--- src/rtl/tlpm_pkg.sv ---
// shared types and codes for the trie longest-prefix-match block
package tlpm_pkg;

   localparam logic FUNC_INSERT = 1'b0;
   localparam logic FUNC_QUERY  = 1'b1;
   localparam logic KIND_INSERT = 1'b0;
   localparam logic KIND_QUERY  = 1'b1;

   localparam logic [31:0] HASH_MULT = 32'd2654435761;

   typedef enum logic [3:0] {
      ST_CLEAR,
      ST_IDLE,
      ST_NODE,
      ST_HASH,
      ST_PROBE,
      ST_CHECK,
      ST_FINISH,
      ST_QDATA,
      ST_OUT
   } state_type;

   typedef struct packed {
      logic        start;
      logic [31:0] key;
   } hash_req_type;

endpackage

--- src/rtl/tlpm_hash.sv ---
// edge slot hash: multiplicative hash, the low product bits select the slot, registered
module tlpm_hash
   import tlpm_pkg::*;
#(
   parameter int SLOTS = 2048
) (
   input  logic                     clock,
   input  logic                     reset,
   input  hash_req_type             req,
   output logic                     done,
   output logic [$clog2(SLOTS)-1:0] slot
);

   localparam int SW = $clog2(SLOTS);

   // slot count is a power of two, so only the low bits of the product matter
   logic [SW-1:0] prod;
   logic [SW-1:0] slot_ff, slot_in;
   logic          done_ff, done_in;

   always_comb begin
      prod    = req.key[SW-1:0] * HASH_MULT[SW-1:0];
      done_in = req.start;
      slot_in = slot_ff;
      if (req.start) begin
         slot_in = prod;
      end
   end

   always_ff @(posedge clock) begin
      if (reset) begin
         done_ff <= 1'b0;
      end else begin
         done_ff <= done_in;
      end
      slot_ff <= slot_in;
   end

   assign done = done_ff;
   assign slot = slot_ff;

endmodule

--- config.mk ---
export PLATFORM = sky130hd
export DESIGN_NAME = tlpm_hash
export DESIGN_NICKNAME = d
export VERILOG_FILES = /design/src/rtl/tlpm_pkg.sv /design/src/rtl/tlpm_hash.sv
export SDC_FILE = /design/constraint.sdc
export NUM_CORES = 1
export LEC_CHECK = 0
export ABC_CLOCK_PERIOD_IN_PS = 5800
export BUFFER_PORTS_ARGS = -buffer_cell sky130_fd_sc_hd__buf_4
export CORE_ASPECT_RATIO = 1.2
export CORE_MARGIN = 1
export CORE_UTILIZATION = 43
export CTS_CLUSTER_SIZE = 8
export DETAILED_ROUTE_END_ITERATION = 10
export GPL_ROUTABILITY_DRIVEN = 0
export PLACE_DENSITY = 0.76
export RECOVER_POWER = 25
export SLEW_MARGIN = 5
export SYNTH_ARGS = -nofsm -noshare
export SYNTH_HDL_FRONTEND = slang
export SYNTH_SLANG_ARGS = --single-unit
--- constraint.sdc ---
create_clock -name clock -period 5.8 [get_ports clock]
set_input_delay 1.16 -clock clock [delete_from_list [all_inputs] [get_ports clock]]
set_output_delay 1.16 -clock clock [all_outputs]
set_load 0.01 [all_outputs]
==> results.py <==
metrics = {
    "outcome": {
        "outcome": "complete, no violations",
    },
    "detailed_routing": {
        "routed-via-count": 568,
        "final_routed_wirelength_across_all_metal_layers_um": 1440,
        "drc_errors": 0,
        "first_iter_violations": 0,
        "ant_nets": 0,
        "routed_wire_length_per_instance_um": 11.3,
        "detailedRoute.firstPassIterationCount": 1,
        "detail_route.vias_per_cell": 4.44,
    },
    "die": {
        "io_pins": 47,
        "initial_core_util": 0.460,
        "die-width_um": 45.0,
        "num_rows": 18,
        "die-height_um": 53.5,
        "placeable_area_um2": 2070,
        "design.die.area_um2": 2410,
    },
    "sta": {
        "final.period_utilization": 0.770,
        "report.final.setup_viol": 0,
        "hold_slack_ps": 1050,
        "rsz0062_at_grt": "no",
        "final_period_minus_worst_setup_slack_ps": 4470,
        "slew_viol_final": 0,
        "totalNegativeSetupSlack_ps": 0,
        "max_clock_freq_ghz": 0.224,
        "worstMarginPinSlew_ps": 557,
        "worst_slew_margin_relative_to_its_limit": 0.628,
        "post_layout_worst_setup_margin_ps": 1330,
        "timing_hold_violations_final": 0,
    },
    "clocking": {
        "ctsHoldBuffers": 0,
        "postCtsSetupBuffers": 0,
        "cts_max_path_buffers": 2,
        "cts_tree": "built",
        "clk_root_buffer_cell": "clkbuf_4",
        "cts_buffers": 3,
        "cts.htree.levels": 1,
        "clkTransAtPathRegs_ps": 60,
        "cts_repair_resize_count": 0,
        "cts_sinks": 12,
    },
    "logic_synthesis": {
        "seq_area_frac_synth": 0.368,
        "cell_types_occupying_the_most_area_after_synthesis": "edfxtp_1 (35%), ha_1 (28%), fa_1 (15%)",
        "yosysWarnings": 0,
        "synthDistinctLibCells": 11,
        "syn-num-nets": 132,
        "synth_area_per_cell_um2": 13.8,
        "synthDominantCellAreaShare": 0.347,
        "postSynthCellCount": 69,
        "syn-cell-area_um2": 952,
        "synth_top_area_cell": "edfxtp_1",
        "yosys_register_bits": 12,
    },
    "placement": {
        "port_buffers": 25,
        "dp_hpwl_um": 1300,
        "pre_cts_ws_ps": 1090,
        "dpl.cell_count": 124,
    },
    "global_routing": {
        "antenna_violations_before_repair": 0,
        "globalRouteOverflowTotal": 0,
        "number_of_global_route_vias_before_repair": 553,
        "grtUsageTotal": 0.137,
        "grt_start_max_net_pins": 13,
        "grt_first_pass_wirelength_um": 2290,
    },
    "critical_path": {
        "critPathTopFamily": "adder cells",
        "worst_setup_path_category": "in -> reg",
        "critical_path.slowest_cell": "fa_1",
        "crit_path_max_incr_delay_ps": 550,
        "critPathLaunchType": "input pin",
        "timing.critical_path.to_type": "flip-flop",
        "critPathArrivalTime_ps": 4460,
        "crit_top_cell": "inv_1",
        "crit_required_ps": 5790,
        "critical_path.cell_chain": "clkbuf_1 -> ha_1 -> inv_1 -> fa_1 -> inv_1 -> fa_1 -> inv_1 -> fa_1 -> inv_1 -> ha_1 -> a21oi_1 -> xnor3_1",
        "crit_fanout": 3,
        "cp_num_buf_inv": 5,
    },
    "power_and_ir_drop": {
        "p_leak_uw": 0.000593,
        "power_density_nw_per_um2": 309,
        "power.ir.vdd_worst_mv": 0.163,
    },
    "final_layout": {
        "nets": 162,
        "synthToLayoutAreaGrowth_pct": 24.4,
        "final_cell_count_no_fill": 128,
        "antenna_cells_inserted": 0,
        "drive_above_1_share": 0.235,
    },
    "min_path": {
        "worstHoldPathType": "in -> reg",
    },
    "run": {
        "max-cap-violations": 0,
    },
}
## Yosys cell counts
master     n
ha_1      21
inv_1     14
edfxtp_1  11
fa_1       7
xnor2_1    6
a21o_1     2
a21oi_1    2
xnor3_1    2
xor2_1     2
dfxtp_1    1
nor2b_1    1
## cell type report
| type | count | area (µm²) |
|---|---|---|
| Fill cell | 185 | 887 |
| Multi-Input combinational cell | 43 | 549 |
| Sequential cell | 12 | 350 |
| Timing Repair Buffer | 25 | 169 |
| Inverter | 14 | 52.6 |
| Tap cell | 30 | 37.5 |
| Clock buffer | 4 | 26.3 |
## per-layer routing
layer | wire [µm] | global-route usage | up-vias
met5 | 0 | 0 | -
met4 | 12 | 0.0606 | 0
met3 | 69 | 0.0101 | 2
met2 | 762 | 0.256 | 22
met1 | 596 | 0.157 | 256
li1 | - | - | 288
## path summary, 6_finish.rpt
path                    from        to  slack (ps)  cells after the start
worst max-delay path  req[1]  slot[10]        1330                     12
worst min-delay path   reset      done        1050                      2
## where the power goes
group	leakage, µW	total (µW)	switching, µW	internal (µW)
clock	0.0000150	47.6	21.1	26.5
sequential	0.000116	129	4.50	125
combinational	0.000462	190	87.6	102
## cell families (layout without fill, tap and decap cells)
logic type	after synthesis	count (layout)	share of synthesized area
fa+ha+maj	28	28	0.423
buf+inv	14	43	0.0552
simple gates	1	1	0.00657
compound gates	4	4	0.0263
xor+xnor	10	10	0.121
flops	12	12	0.368
## metrics by stage
stage | total power, µW | cell area [µm²] | utilization
2_1_floorplan | 256 | 952 | -
6_report | 366 | 1180 | 0.572
3_5_place_dp | 324 | 1180 | 0.568
3_3_place_gp | 314 | 1180 | 0.568
5_1_grt | 399 | 1180 | 0.572
4_1_cts | 374 | 1200 | 0.581
## flip-flops by register name, summed over array words and instances, names as in the netlist
signal	cells
slot	11
done	1
## cells in the final DEF (no fill, tap or decap)
cell type / instances
ha_1: 21
buf_4: 20
inv_1: 14
edfxtp_1: 11
fa_1: 7
xnor2_1: 6
clkbuf_1: 6
clkbuf_4: 3
xor2_1: 2
a21o_1: 2
a21oi_1: 2
xnor3_1: 2
nor2b_1: 1
dfxtp_1: 1
No activity file was read; power rests on OpenSTA's default activity.
