## config.mk

```make
export PLATFORM = sky130hd
export DESIGN_NAME = tlpm_ram
export DESIGN_NICKNAME = d
export VERILOG_FILES = /design/src/rtl/tlpm_ram.sv
export SDC_FILE = /design/constraint.sdc
export NUM_CORES = 1
export LEC_CHECK = 0
export ABC_AREA = 1
export BUFFER_PORTS_ARGS = -buffer_cell sky130_fd_sc_hd__buf_2
export CAP_MARGIN = 30
export CELL_PAD_IN_SITES_DETAIL_PLACEMENT = 1
export CELL_PAD_IN_SITES_GLOBAL_PLACEMENT = 1
export CORE_MARGIN = 2
export CORE_UTILIZATION = 30
export DETAILED_ROUTE_END_ITERATION = 12
export PLACE_DENSITY_LB_ADDON = 0.1
export SYNTH_ARGS = -nofsm -noshare
export SYNTH_HDL_FRONTEND = slang
export SYNTH_SLANG_ARGS = --single-unit
export TNS_END_PERCENT = 10
```

## constraint.sdc

```tcl
create_clock -name clock -period 1.55 [get_ports clock]
set_input_delay 0.31 -clock clock [delete_from_list [all_inputs] [get_ports clock]]
set_output_delay 0.31 -clock clock [all_outputs]
set_load 0.1 [all_outputs]
```

## src/rtl/tlpm_ram.sv

```systemverilog
// generic simple dual-port ram with registered read
module tlpm_ram #(
   parameter int WIDTH = 8,
   parameter int DEPTH = 16
) (
   input  logic                     clock,
   input  logic                     we,
   input  logic [$clog2(DEPTH)-1:0] waddr,
   input  logic [WIDTH-1:0]         wdata,
   input  logic [$clog2(DEPTH)-1:0] raddr,
   output logic [WIDTH-1:0]         rdata
);

   logic [WIDTH-1:0] mem [DEPTH];

   always_ff @(posedge clock) begin
      if (we) begin
         mem[waddr] <= wdata;
      end
      rdata <= mem[raddr];
   end

endmodule

```

==> results list <==
- Floorplan die height: 142.6 um
* Post-CTS setup buffer count: 0
- The initial antenna violation count came to 0.
- Sequential cells were found to cover between 60% and 70% of the synthesized design area.
- For this run the aggregate overflow at the end of global routing stands at 0.
- Yosys mapped a number of flops with a built-in enable equal to approximately 130.
- After filler insertion, the fill cell instance count of the layout stands at ~2100.
- For this design, the slowest cell found on the critical path is sky130_fd_sc_hd__buf_2.
- The pre-antenna-repair detailed-routing pass consisted of 4 iterations.
- After synthesis the netlist holds a flip-flop and latch count of roughly 140.
* Distinct cells, synth: 12
* Clock Pin Slew Worst Setup and Hold Paths: approximately 0.060 ns
- Req. time, crit path: approximately 1.2 ns
- In the final routed layout, each cell accounts on average for about 18 um.
- After clock tree synthesis, the repair step resized 0 gates.
* Setup repair after global routing missed its margin: false
- After synthesis, the cell types taking the most area are sky130_fd_sc_hd__edfxtp_1 67%, sky130_fd_sc_hd__nand2_1 11%, sky130_fd_sc_hd__nand3_1 8.4%, sky130_fd_sc_hd__inv_1 6.5%, sky130_fd_sc_hd__dfxtp_1 2.8%.
- At the end of routability-driven placement, the weighted congestion stood at about 0.77.
- Setup_tns: 0 ns
* Avg Cell Area, Syn: around 10 um2
- Final design area excluding fillers: 6852 um2
* Clk_lat worst skew: between 0.4 and 0.5 ns
- Final count of pins violating max slew: 0
- Most repeated cell in the gate-level netlist after synthesis: sky130_fd_sc_hd__nand2_1
* Post-route clock period utilization: 95.25%
- After detailed routing, the total wire length is between 15000 and 20000 um.
- Clock Skews: roughly 0.0077 ns
* Placed inst area: about 6300 um2
- Residual DRC count: 0
- Number of vias per cell after detailed routing: between 4 and 5
* Cell-by-cell trace of the critical path: buf_2
- Port buffer count: 25
- Setup violation total in the final timing report: 0
* Cells after synthesis: between 500 and 600
* Number of DRC markers in iteration 0: 255
- The initialized floorplan defines 50 standard-cell rows.
* Synth Cell Area: about 5800 um2
- Highest attainable clock frequency: between 600 and 700 MHz
- Total power: between 8 and 9 mW
* Fraction of layout cells with a size suffix above 1: between 10 and 15%
* Path type of the worst min-delay path: primary input to flop
* Worst setup path class: flop to primary output
* Gate family responsible for the most delay along the worst path: buffers and inverters
- Antenna diode count: 0
* Arrival time worst endpoint: between 1 and 1.5 ns
- Post-DP HPWL: between 9000 and 10000 um
- The number of global-route vias before repair was slightly below 4000.
- Power per unit of standard cell area: 1293 nW/um2
- TritonCTS clock tree: done
- Worst-case hold slack: between 0.3 and 0.4 ns
- The routed design could run at a clock period as short as approximately 1.5 ns.
* Sinks on the clock net: between 100 and 150
* Max_cap viols: 0
* Proportion of netlist area held by the largest area contributor: between 60% and 70%
- Die footprint: between 20000 and 25000 um2
- The detail route stage leaves a number of antenna-violating nets equal to 0.
- STA classifies the critical path endpoint as a primary output.
- The run finished with clean final reports.
- Across every metal layer, demand over resource in global routing totals around 16%.
* Overall die width: approximately 140 um
- Number of warnings issued by yosys: 0
- Total core area: 18770 um2
- Primary FF master, synth: sky130_fd_sc_hd__edfxtp_1
- Commonest cells in the netlist: 173 x sky130_fd_sc_hd__nand2_1, 128 x sky130_fd_sc_hd__edfxtp_1, 100 x sky130_fd_sc_hd__inv_1
* Instance count after placement with tap cells included: a little over 800
- For this configuration, the core starts out at a cell density of between 30% and 40%.
* Combined buffer and inverter count along the critical path: 1
- During I/O placement, the number of pins put on the boundary was 26.
- Entering global routing, the biggest net connects 65 pins.
- CTS max path bufs: 2
- The worst pin sits at a relative slew slack of between 60 and 70%.
- Cells fill 36.51% of the core in the end.
* Post-synthesis async set-or-reset flop share: 0%
- Post-Place Worst Slack: 0.03441 ns
* Vias after detailed routing: between 3000 and 4000
* Number of hold violations in the final report: 0
- Area delta synth->final: 18.81%
- Excluding fillers, the count of instances in the completed layout stands at around 850.
- Peak fanout along the critical path: 1
- Summed over all cells, the static leakage comes to between 2 and 3 nW.
- Syn nets: around 570
- Global-route wire length before repair: around 24000 um
- Buffers inserted to repair hold after CTS numbered 0.
- Number of CTS-inserted buffers: 17
* Post-route worst setup slack: between 0.07 and 0.08 ns
* Number of H-tree branching levels: 4
* Crit path largest cell delay: approximately 0.43 ns
- The net count of the finished layout is slightly above 600.
* Maximum resistive drop on vdd: between 0.7 and 0.8 mV
- Slew of the pin with the lowest slew margin: ~0.50 ns
- The largest total area in the synthesized netlist belongs to sky130_fd_sc_hd__edfxtp_1.
- The root buffer cell chosen for the clock tree is sky130_fd_sc_hd__clkbuf_16.
* CP Launch Type: flop
-- sequential cells by signal, indices dropped and copies added, names as in the netlist --
| name | count |
|---|---|
| rdata | 8 |
| mem | 128 |
-- final cells by class --
type,instances,area (um2),share of cell area (%)
Clock buffer,23,488.0,7.122
Tap cell,234,292.8,4.273
Clock inverter,9,97.59,1.424
Sequential cell,136,4004,58.44
Multi-Input combinational cell,289,1214,17.71
Inverter,102,382.9,5.588
Timing Repair Buffer,53,372.9,5.442
-- routing by layer --
layer	global-route usage, %	vias up	part of all wire [%]
met5	0	-	0
met4	6.566	0	2.0
met3	2.817	19	3.5
met2	25.81	69	47
met1	22.00	1926	48
li1	-	1866	-
-- layout by cell type, fill, tap and decap left out --
cell                          n
sky130_fd_sc_hd__buf_12       3
sky130_fd_sc_hd__buf_2       25
sky130_fd_sc_hd__buf_4       25
sky130_fd_sc_hd__bufinv_16    2
sky130_fd_sc_hd__clkbuf_1     2
sky130_fd_sc_hd__clkbuf_16   17
sky130_fd_sc_hd__clkbuf_8     4
sky130_fd_sc_hd__clkinv_1     1
sky130_fd_sc_hd__clkinv_2     5
sky130_fd_sc_hd__clkinv_4     1
sky130_fd_sc_hd__dfxtp_1      8
sky130_fd_sc_hd__edfxtp_1   128
sky130_fd_sc_hd__inv_1      100
sky130_fd_sc_hd__inv_2        2
sky130_fd_sc_hd__nand2_1    173
sky130_fd_sc_hd__nand3_1     97
sky130_fd_sc_hd__nand3b_1     2
sky130_fd_sc_hd__nor2_1      17
-- report_power, final --
group	leakage (nW)	switching [mW]	internal [mW]
combinational	1.45	0.552	0.165
clock	0.294	1.48	2.52
sequential	1.22	0.0217	4.11
total	2.97	2.06	6.80
-- cells by family after synthesis --
family | Yosys count | synth area share (%)
buf+inv | 126 | 9.525
simple gates | 289 | 21.05
flops | 136 | 69.43
-- worst reg2reg max path: cells and delay by family (launching register included) --
kind	cells	cell delay, ns
flip-flops	1	0.36
buffers and inverters	1	0.07
AND/OR/NAND/NOR	5	0.51
-- path summary, 6_finish.rpt --
path | start | to | slack, ns | depth (start not counted)
setup / recovery | rdata[1] | rdata[1] | 0.07 | 1
hold / removal | wdata[2] | mem[4][2] | 0.31 | 1
hold reg to reg | mem[6][2] | rdata[2] | 0.68 | 6
setup reg to reg | mem[9][5] | rdata[5] | 0.48 | 6
No activity file was read; power rests on OpenSTA's default activity.
